==> config.mk <==
export PLATFORM = sky130hd
export DESIGN_NAME = json_key_value_extractor
export DESIGN_NICKNAME = d
export VERILOG_FILES = /design/src/hw/rtl/jkve_pkg.sv /design/src/hw/rtl/jkve_value_ram.sv /design/src/hw/rtl/jkve_front.sv /design/src/hw/rtl/jkve_job_queue.sv /design/src/hw/rtl/jkve_back.sv /design/src/hw/rtl/json_key_value_extractor.sv
export SDC_FILE = /design/constraint.sdc
export NUM_CORES = 1
export LEC_CHECK = 0
export BUFFER_PORTS_ARGS = -buffer_cell sky130_fd_sc_hd__buf_2
export CORE_MARGIN = 3
export CORE_UTILIZATION = 40
export CTS_BUF_LIST = sky130_fd_sc_hd__clkbuf_8
export CTS_CLUSTER_DIAMETER = 50
export DETAILED_ROUTE_END_ITERATION = 16
export GPL_TIMING_DRIVEN = 0
export HOLD_SLACK_MARGIN = 0.03
export SLEW_MARGIN = 40
export SYNTH_ARGS = -nofsm -noshare
export SYNTH_HDL_FRONTEND = slang
export SYNTH_HIERARCHICAL = 1
export SYNTH_SLANG_ARGS = --single-unit
==> constraint.sdc <==
create_clock -name clk -period 9.1 [get_ports clk]
set_input_delay 0.455 -clock clk [delete_from_list [all_inputs] [get_ports clk]]
set_output_delay 0.455 -clock clk [all_outputs]
set_load 0.1 [all_outputs]
==> src/hw/rtl/jkve_pkg.sv <==
// Shared constants and helpers for the key/value extractor.
// Holds the key text, its border table and the key matcher step function.
// Depends on nothing; jkve_front and jkve_back import it.
`default_nettype none

package jkve_pkg;

	localparam int KEY_LEN = 9;
	localparam logic [7:0] QUOTE = 8'h22;
	localparam int OUT_DEPTH = 4;

	// "onion":"
	localparam logic [7:0] KEY_CHARS [KEY_LEN] = '{
		8'h22, 8'h6f, 8'h6e, 8'h69, 8'h6f, 8'h6e, 8'h22, 8'h3a, 8'h22
	};

	// longest proper border of the first k key characters
	localparam logic [3:0] KEY_BORDER [KEY_LEN] = '{
		4'd0, 4'd0, 4'd0, 4'd0, 4'd0, 4'd0, 4'd0, 4'd1, 4'd0
	};

	// One step of the prefix matcher: fall back along the border chain, then extend.
	function automatic logic [3:0] key_advance(input logic [3:0] pos, input logic [7:0] ch);
		logic [3:0] k;
		logic       done;
		k    = (pos >= 4'(KEY_LEN)) ? 4'd0 : pos;
		done = 1'b0;
		for (int s = 0; s < KEY_LEN - 1; s++) begin
			if (!done) begin
				if (k == 4'd0 || KEY_CHARS[k] == ch) begin
					done = 1'b1;
				end else begin
					k = KEY_BORDER[k];
				end
			end
		end
		if (KEY_CHARS[k] == ch) begin
			k = k + 4'd1;
		end
		return k;
	endfunction

endpackage

`default_nettype wire

==> src/hw/rtl/jkve_value_ram.sv <==
// Two-bank value store: one write port, one read port with registered data.
// Depends on nothing beyond its parameters.
`default_nettype none

module jkve_value_ram #(
	parameter int ADDR_W = 7
) (
	input  wire logic              clk,
	input  wire logic              wr_en,
	input  wire logic [ADDR_W-1:0] wr_addr,
	input  wire logic [7:0]        wr_data,
	input  wire logic              rd_en,
	input  wire logic [ADDR_W-1:0] rd_addr,
	output      logic [7:0]        rd_data
);

	logic [7:0] mem [2**ADDR_W];

	always_ff @(posedge clk) begin
		if (wr_en) begin
			mem[wr_addr] <= wr_data;
		end
	end

	always_ff @(posedge clk) begin
		if (rd_en) begin
			rd_data <= mem[rd_addr];
		end
	end

endmodule

`default_nettype wire

==> src/hw/rtl/jkve_front.sv <==
// Front end: key matcher and value capture into the current buffer bank.
// Depends on jkve_pkg; writes jkve_value_ram and pushes into jkve_job_queue.
`default_nettype none

module jkve_front #(
	parameter int VALUE_DEPTH = 64,
	parameter int AW          = 6,
	parameter int LW          = 7
) (
	input  wire logic          clk,
	input  wire logic          arst_n,
	input  wire logic          item_take,
	input  wire logic [7:0]    text_byte,
	input  wire logic          end_of_text,
	input  wire logic [6:0]    max_len,
	output      logic          wr_en,
	output      logic [AW:0]   wr_addr,
	output      logic [7:0]    wr_data,
	output      logic          job_push,
	output      logic          job_bank,
	output      logic [LW-1:0] job_len
);
	import jkve_pkg::*;

	localparam int CW = (LW > 7) ? LW : 7;

	logic [3:0]    key_pos_q;
	logic          capturing_q;
	logic [LW-1:0] cap_len_q;
	logic          bank_q;
	logic [3:0]    key_nxt;
	logic          is_quote;
	logic          len_ok;

	assign key_nxt  = key_advance(key_pos_q, text_byte);
	assign is_quote = (text_byte == QUOTE);
	assign len_ok   = (cap_len_q != '0)
		&& (CW'(cap_len_q) <= CW'(max_len))
		&& (cap_len_q <= LW'(VALUE_DEPTH));

	assign wr_en    = item_take && !end_of_text && capturing_q && !is_quote
		&& (cap_len_q < LW'(VALUE_DEPTH));
	assign wr_addr  = {bank_q, cap_len_q[AW-1:0]};
	assign wr_data  = text_byte;
	assign job_push = item_take && !end_of_text && capturing_q && is_quote && len_ok;
	assign job_bank = bank_q;
	assign job_len  = cap_len_q;

	always_ff @(posedge clk or negedge arst_n) begin
		if (!arst_n) begin
			key_pos_q   <= '0;
			capturing_q <= 1'b0;
			cap_len_q   <= '0;
			bank_q      <= 1'b0;
		end else if (item_take) begin
			if (end_of_text) begin
				key_pos_q   <= '0;
				capturing_q <= 1'b0;
				cap_len_q   <= '0;
			end else if (capturing_q) begin
				if (is_quote) begin
					capturing_q <= 1'b0;
					cap_len_q   <= '0;
					key_pos_q   <= '0;
					if (len_ok) begin
						bank_q <= !bank_q;
					end
				end else if (cap_len_q <= LW'(VALUE_DEPTH)) begin
					cap_len_q <= cap_len_q + LW'(1);
				end
			end else if (key_nxt == 4'(KEY_LEN)) begin
				key_pos_q   <= '0;
				capturing_q <= 1'b1;
				cap_len_q   <= '0;
			end else begin
				key_pos_q <= key_nxt;
			end
		end
	end

	a_pos_range: assert property (@(posedge clk) disable iff (!arst_n)
		key_pos_q < 4'(KEY_LEN))
		else $error("key position out of range");

	a_capture_idle_matcher: assert property (@(posedge clk) disable iff (!arst_n)
		capturing_q |-> key_pos_q == 4'd0)
		else $error("matcher not parked during capture");

endmodule

`default_nettype wire

==> src/hw/rtl/jkve_job_queue.sv <==
// Two-entry queue of finished values (bank and length) between front and back.
// Depends on nothing beyond its parameters.
`default_nettype none

module jkve_job_queue #(
	parameter int LW = 7
) (
	input  wire logic          clk,
	input  wire logic          arst_n,
	input  wire logic          push,
	input  wire logic          push_bank,
	input  wire logic [LW-1:0] push_len,
	input  wire logic          pop,
	output      logic          full,
	output      logic          head_valid,
	output      logic          head_bank,
	output      logic [LW-1:0] head_len
);

	logic          bank_q [2];
	logic [LW-1:0] len_q  [2];
	logic          wr_ptr_q;
	logic          rd_ptr_q;
	logic [1:0]    count_q;

	assign full       = (count_q == 2'd2);
	assign head_valid = (count_q != 2'd0);
	assign head_bank  = bank_q[rd_ptr_q];
	assign head_len   = len_q[rd_ptr_q];

	always_ff @(posedge clk) begin
		if (push) begin
			bank_q[wr_ptr_q] <= push_bank;
			len_q[wr_ptr_q]  <= push_len;
		end
	end

	always_ff @(posedge clk or negedge arst_n) begin
		if (!arst_n) begin
			wr_ptr_q <= 1'b0;
			rd_ptr_q <= 1'b0;
			count_q  <= 2'd0;
		end else begin
			if (push) begin
				wr_ptr_q <= !wr_ptr_q;
			end
			if (pop) begin
				rd_ptr_q <= !rd_ptr_q;
			end
			count_q <= count_q + 2'(push) - 2'(pop);
		end
	end

	a_no_overflow: assert property (@(posedge clk) disable iff (!arst_n)
		push |-> !full)
		else $error("job queue overflow");

endmodule

`default_nettype wire

==> src/hw/rtl/jkve_back.sv <==
// Back end: reads a finished value out of its bank and feeds the result queue.
// Depends on jkve_pkg; reads jkve_value_ram and pops jkve_job_queue.
`default_nettype none

module jkve_back #(
	parameter int AW = 6,
	parameter int LW = 7
) (
	input  wire logic          clk,
	input  wire logic          arst_n,
	input  wire logic          job_valid,
	input  wire logic          job_bank,
	input  wire logic [LW-1:0] job_len,
	output      logic          job_pop,
	output      logic          rd_en,
	output      logic [AW:0]   rd_addr,
	input  wire logic [7:0]    rd_data,
	output      logic          empty,
	input  wire logic          pop,
	output      logic [7:0]    value_byte,
	output      logic          value_last
);
	import jkve_pkg::*;

	localparam int PW = $clog2(OUT_DEPTH);
	localparam int CNW = $clog2(OUT_DEPTH + 1);

	logic [LW-1:0]  idx_q;
	logic           valid_s1;
	logic           last_s1;
	logic [7:0]     obyte_q [OUT_DEPTH];
	logic           olast_q [OUT_DEPTH];
	logic [PW-1:0]  owr_q;
	logic [PW-1:0]  ord_q;
	logic [CNW-1:0] ocnt_q;
	logic           is_last;
	logic           opop;

	// Issue a read only when the result queue has room for it and the one in flight.
	assign rd_en   = job_valid && ((CNW+1)'(ocnt_q) + (CNW+1)'(valid_s1)
		< (CNW+1)'(OUT_DEPTH));
	assign rd_addr = {job_bank, idx_q[AW-1:0]};
	assign is_last = (idx_q == job_len - LW'(1));
	assign job_pop = rd_en && is_last;

	assign empty      = (ocnt_q == '0);
	assign opop       = pop && !empty;
	assign value_byte = obyte_q[ord_q];
	assign value_last = olast_q[ord_q];

	always_ff @(posedge clk or negedge arst_n) begin
		if (!arst_n) begin
			idx_q    <= '0;
			valid_s1 <= 1'b0;
		end else begin
			valid_s1 <= rd_en;
			if (rd_en) begin
				idx_q <= is_last ? '0 : idx_q + LW'(1);
			end
		end
	end

	always_ff @(posedge clk) begin
		if (rd_en) begin
			last_s1 <= is_last;
		end
		if (valid_s1) begin
			obyte_q[owr_q] <= rd_data;
			olast_q[owr_q] <= last_s1;
		end
	end

	always_ff @(posedge clk or negedge arst_n) begin
		if (!arst_n) begin
			owr_q  <= '0;
			ord_q  <= '0;
			ocnt_q <= '0;
		end else begin
			if (valid_s1) begin
				owr_q <= owr_q + PW'(1);
			end
			if (opop) begin
				ord_q <= ord_q + PW'(1);
			end
			ocnt_q <= ocnt_q + CNW'(valid_s1) - CNW'(opop);
		end
	end

	a_out_room: assert property (@(posedge clk) disable iff (!arst_n)
		valid_s1 |-> ocnt_q < CNW'(OUT_DEPTH))
		else $error("result queue overflow");

	a_idx_bound: assert property (@(posedge clk) disable iff (!arst_n)
		job_valid |-> idx_q < job_len)
		else $error("read index past value length");

endmodule

`default_nettype wire

==> src/hw/rtl/json_key_value_extractor.sv <==
// Top level of the streaming key/value extractor: front, job queue, back, store.
// Depends on jkve_pkg, jkve_value_ram, jkve_front, jkve_job_queue, jkve_back.
//
//   channel   handshake        payload                    transfer when
//   input     push / full      text_byte, end_of_text     push && !full
//   result    empty / pop      value_byte, value_last     pop && !empty
//   config    cfg_we           cfg_data (max_value_len)   cfg_we
//
// Cycles: the front takes one text byte every cycle while full is low. A
// value is drained by the back at up to one byte a cycle through a one-stage
// store read and a four-entry result queue, overlapping with later text.
// full rises only when two finished values both wait to be drained, the
// limit set by the two banks of the value store; it falls once the older
// value's last byte has been read. Reset clears all control state at once;
// there is no clearing pass. A stalled result side holds the result queue
// and in turn the back, never the front, until both banks are taken.
`default_nettype none

module json_key_value_extractor #(
	parameter int VALUE_DEPTH = 64
) (
	input  wire logic       clk,
	input  wire logic       arst_n,
	input  wire logic       push,
	output      logic       full,
	input  wire logic [7:0] text_byte,
	input  wire logic       end_of_text,
	output      logic       empty,
	input  wire logic       pop,
	output      logic [7:0] value_byte,
	output      logic       value_last,
	input  wire logic       cfg_we,
	input  wire logic [6:0] cfg_data
);

	// Store index bits per bank, and a length field wide enough for "too long".
	localparam int AW = $clog2(VALUE_DEPTH);
	localparam int LW = $clog2(VALUE_DEPTH + 2);

	logic [6:0]    max_len_q;
	logic          item_take;
	logic          wr_en;
	logic [AW:0]   wr_addr;
	logic [7:0]    wr_data;
	logic          job_push;
	logic          job_bank;
	logic [LW-1:0] job_len;
	logic          job_pop;
	logic          head_valid;
	logic          head_bank;
	logic [LW-1:0] head_len;
	logic          rd_en;
	logic [AW:0]   rd_addr;
	logic [7:0]    rd_data;

	assign item_take = push && !full;

	// Hold the length limit; the user must write it only while the block is idle, the block does not enforce it.
	always_ff @(posedge clk or negedge arst_n) begin
		if (!arst_n) begin
			max_len_q <= 7'd62;
		end else if (cfg_we) begin
			max_len_q <= cfg_data;
		end
	end

	jkve_front #(
		.VALUE_DEPTH(VALUE_DEPTH),
		.AW         (AW),
		.LW         (LW)
	) u_front (
		.clk        (clk),
		.arst_n     (arst_n),
		.item_take  (item_take),
		.text_byte  (text_byte),
		.end_of_text(end_of_text),
		.max_len    (max_len_q),
		.wr_en      (wr_en),
		.wr_addr    (wr_addr),
		.wr_data    (wr_data),
		.job_push   (job_push),
		.job_bank   (job_bank),
		.job_len    (job_len)
	);

	jkve_value_ram #(
		.ADDR_W(AW + 1)
	) u_ram (
		.clk    (clk),
		.wr_en  (wr_en),
		.wr_addr(wr_addr),
		.wr_data(wr_data),
		.rd_en  (rd_en),
		.rd_addr(rd_addr),
		.rd_data(rd_data)
	);

	// Stall the input side while both banks hold undrained values.
	jkve_job_queue #(
		.LW(LW)
	) u_jobq (
		.clk       (clk),
		.arst_n    (arst_n),
		.push      (job_push),
		.push_bank (job_bank),
		.push_len  (job_len),
		.pop       (job_pop),
		.full      (full),
		.head_valid(head_valid),
		.head_bank (head_bank),
		.head_len  (head_len)
	);

	jkve_back #(
		.AW(AW),
		.LW(LW)
	) u_back (
		.clk       (clk),
		.arst_n    (arst_n),
		.job_valid (head_valid),
		.job_bank  (head_bank),
		.job_len   (head_len),
		.job_pop   (job_pop),
		.rd_en     (rd_en),
		.rd_addr   (rd_addr),
		.rd_data   (rd_data),
		.empty     (empty),
		.pop       (pop),
		.value_byte(value_byte),
		.value_last(value_last)
	);

endmodule

`default_nettype wire

==> results.py <==
metrics = {
    "outcome": {
        "outcome": "finished, final reports clean",
    },
    "worst_setup_path": {
        "reg2reg_depth": 28,
        "slowest_stage": "nor4_1",
        "r2r_slack_ps": 2000,
        "worst-path-buf-inv": 3,
        "crit_start": "u_front/key_pos_q[3]",
        "reg2reg_to": "u_front/job_len[4]",
        "worstPathRequired_ps": 9800,
        "arrival_ps": 7800,
        "critical_path_class": "reg2reg",
        "reg2reg_from": "u_front/key_pos_q[3]",
        "slowest_delay_ps": 560,
        "path_max_fanout": 10,
        "cpLargestDelayFamily": "compound AO/OA/AOI/OAI gates",
        "endpoint_kind": "register",
        "crit_top_cell": "ha_1",
        "startpoint_type": "register",
    },
    "global_route": {
        "grt.total_usage_pct": 18.9,
        "antenna_found_initial": 7,
        "grt_max_degree": 129,
        "grt-ovfl-total": 0,
        "first_global_vias": 23033,
        "grt_pass1_wl_mm": 160,
    },
    "routing": {
        "drt_first_iter_violations": 2548,
        "wl_per_cell_um": 27.4,
        "via_count": 22359,
        "drc_errors": 0,
        "viasPerCell": 5.60,
        "ant_nets": 0,
        "drtPass1Iterations": 5,
        "routed_wl_mm": 110,
    },
    "die": {
        "die-area_um2": 118000,
        "fp.dieW_um": 343,
        "dieHeight_um": 343,
        "ios": 32,
        "fp-row-count": 122,
        "core_um2": 112000,
        "initial_core_util_pct": 40.7,
    },
    "min_path": {
        "min_to": "u_ram/mem[28][5]",
        "hp-class": "in2reg",
        "whs_path_depth": 2,
        "worstHoldStart": "text_byte[5]",
    },
    "cells_and_area": {
        "mostFrequentLayoutCell": "edfxtp_1",
        "fillers": 9400,
        "layout_common_cells": "edfxtp_1, mux4_2, clkbuf_8, nor2_1, inv_1",
        "nNetsFinal": 2422,
        "area_growth_pct": 13.1,
        "fin_cells": 3994,
        "drive_gt1_share_pct": 31.6,
    },
    "synth": {
        "synth_seq_cells": 1124,
        "syn-num-nets": 2182,
        "async_reset_ff_share_pct": 3.47,
        "yosysWarnings": 6,
        "synth_area_um2": 45400,
        "synth_edf_count": 1085,
        "synth-main-ff-cell": "edfxtp_1",
        "avgSynthCellArea_um2": 21.4,
        "syn_inst": 2124,
        "synth_seq_area_share_pct": 73.9,
        "synth.distinct_cells": 78,
    },
    "cts": {
        "clk_latency_ps": 840,
        "cts_resized": 0,
        "clk_path_buf_depth": 3,
        "clk_pin_slew_ps": 60,
        "cts_root_buf": "clkbuf_8",
        "cts_sinks": 1124,
        "cts_buffers": 181,
        "htreeDepth": 4,
        "cts_tree": "done",
    },
    "timing": {
        "min_period_over_period_pct": 78.0,
        "rsz0062_at_grt": "no",
        "worst_slew_pin_slew_ps": 866,
        "tns_ps": 0,
        "skew_ps": 38.8,
        "slew-limit-headroom_pct": 42.1,
        "min_period_ps": 7100,
        "hold_ws_ps": 118,
        "slew_viol_final": 0,
        "worst_slack_ps": 2000,
        "max_freq_mhz": 141,
        "finalSetupViolCount": 0,
        "final-hold-violation-count": 0,
    },
    "place": {
        "hpwlAfterDp_mm": 69.5,
        "io_buffers": 28,
        "place.gp.congestion": 0.836,
        "placed_cells": 3642,
        "pre_cts_slack_ps": 2100,
    },
    "power_and_ir_drop": {
        "p_leak_nw": 16.1,
        "worst_ir_drop_vdd_uv": 129,
        "powerDensity_nw_per_um2": 202,
        "total_power_mw": 10.4,
    },
    "job": {
        "drv_cap": 0,
    },
}
final cells by class:
class	instances	area [um^2]	area share, %
Buffer	130	781	1.52
Timing Repair Buffer	57	568	1.11
Sequential cell	1124	33600	65.3
Clock buffer	184	2530	4.93
Antenna cell	2	5.00	0.00974
Tap cell	1488	1860	3.62
Multi-Input combinational cell	838	11200	21.8
Clock inverter	139	749	1.46
Inverter	32	120	0.234
cell families (layout without fill, tap and decap cells):
family | after synthesis | after routing | share of synthesized area, %
DFF | 1124 | 1124 | 73.9
muxes | 379 | 379 | 18.0
and+or+nand+nor | 324 | 324 | 3.57
buffers and inverters | 162 | 542 | 1.78
AOI/OAI and AO/OA | 74 | 74 | 1.18
adders and majority gates | 37 | 37 | 1.04
xor gates and xnor gates | 24 | 24 | 0.496
other | 0 | 2 | 0
worst register-to-register path, delay by kind of cell (launching register included):
| kind | cells | cell delay (ps) |
|---|---|---|
| buf+inv | 3 | 530 |
| mux | 2 | 520 |
| fa+ha+maj | 4 | 1050 |
| simple gates | 8 | 2060 |
| flops | 1 | 400 |
| compound gates | 11 | 2430 |
sequential cells by signal, indices dropped and copies added, names as in the netlist:
signal / cells
u_ram/rd_data: 8
u_front/capturing_q: 1
u_back/idx_q: 7
u_jobq/bank_q: 2
u_front/key_pos_q: 4
u_back/ocnt_q: 3
max_len_q: 7
u_back/owr_q: 2
u_back/last_s1: 1
u_back/obyte_q: 32
u_back/valid_s1: 1
u_ram/mem: 1024
u_front/job_bank: 1
u_front/job_len: 7
u_jobq/count_q: 2
u_jobq/len_q: 14
u_jobq/wr_ptr_q: 1
u_jobq/rd_ptr_q: 1
u_back/olast_q: 4
u_back/ord_q: 2
per-stage QoR:
stage	area (um^2)	utilization, %
after global routing	51400	46.0
after CTS	51100	45.7
after global placement	47400	42.4
after detailed placement	47600	42.6
after floorplan	45400	-
final	51400	46.0
routing by layer:
layer | vias to the layer above | GRT usage (%) | part of all wire (%)
met3 | 170 | 4.66 | 8.2
met2 | 980 | 30.8 | 50
li1 | 9311 | - | -
met4 | 0 | 5.75 | 2.3
met1 | 11898 | 25.2 | 40
met5 | - | 0 | 0
power breakdown:
group          internal (mW)  switching (mW)  total, mW
Combinational          0.252           0.480      0.732
Clock                   2.00            1.95       3.95
Sequential              5.69          0.0190       5.71
repair_timing:
item / 4_1_cts / 5_1_grt
setup endpoints to repair: 0 / 0
endpoints found under the hold margin: 51 / 17
setup buffers: 0 / 0
hold buffers: 17 / 2
how the worst max path moves through the flow:
stage / end / depth (start not counted) / slack [ps]
finish: u_front/job_len[4] / 28 / 2000
global route: u_front/job_len[4] / 28 / 1250
CTS: u_front/job_len[4] / 27 / 2060
detailed placement: u_front/key_pos_q[3] / 32 / 2100
global placement: u_front/key_pos_q[3] / 31 / 2200
floorplan: u_front/key_pos_q[3] / 31 / 3130
cell usage after synthesis, types with 7 or more instances:
cell type	number	area share, %
edfxtp_1	1085	72
buf_2	18	0.20
nand2_1	40	0.33
inv_1	32	0.26
nand2b_1	13	0.18
clkbuf_1	53	0.44
buf_4	33	0.55
nor2_1	147	1.2
buf_6	7	0.17
xor2_1	14	0.27
mux2i_1	10	0.22
nor2b_1	21	0.29
xnor2_1	9	0.17
buf_1	18	0.15
nor3_1	22	0.24
mux2_2	9	0.22
mux4_2	345	17
a31oi_1	7	0.096
nand3_1	21	0.23
a21oi_1	13	0.14
nand3b_1	7	0.12
nand4_1	10	0.14
and2_1	7	0.096
o21ai_0	19	0.21
mux2_4	15	0.50
dfrtp_1	34	1.9
ha_1	36	0.99
(Power assumes the default switching activity.)
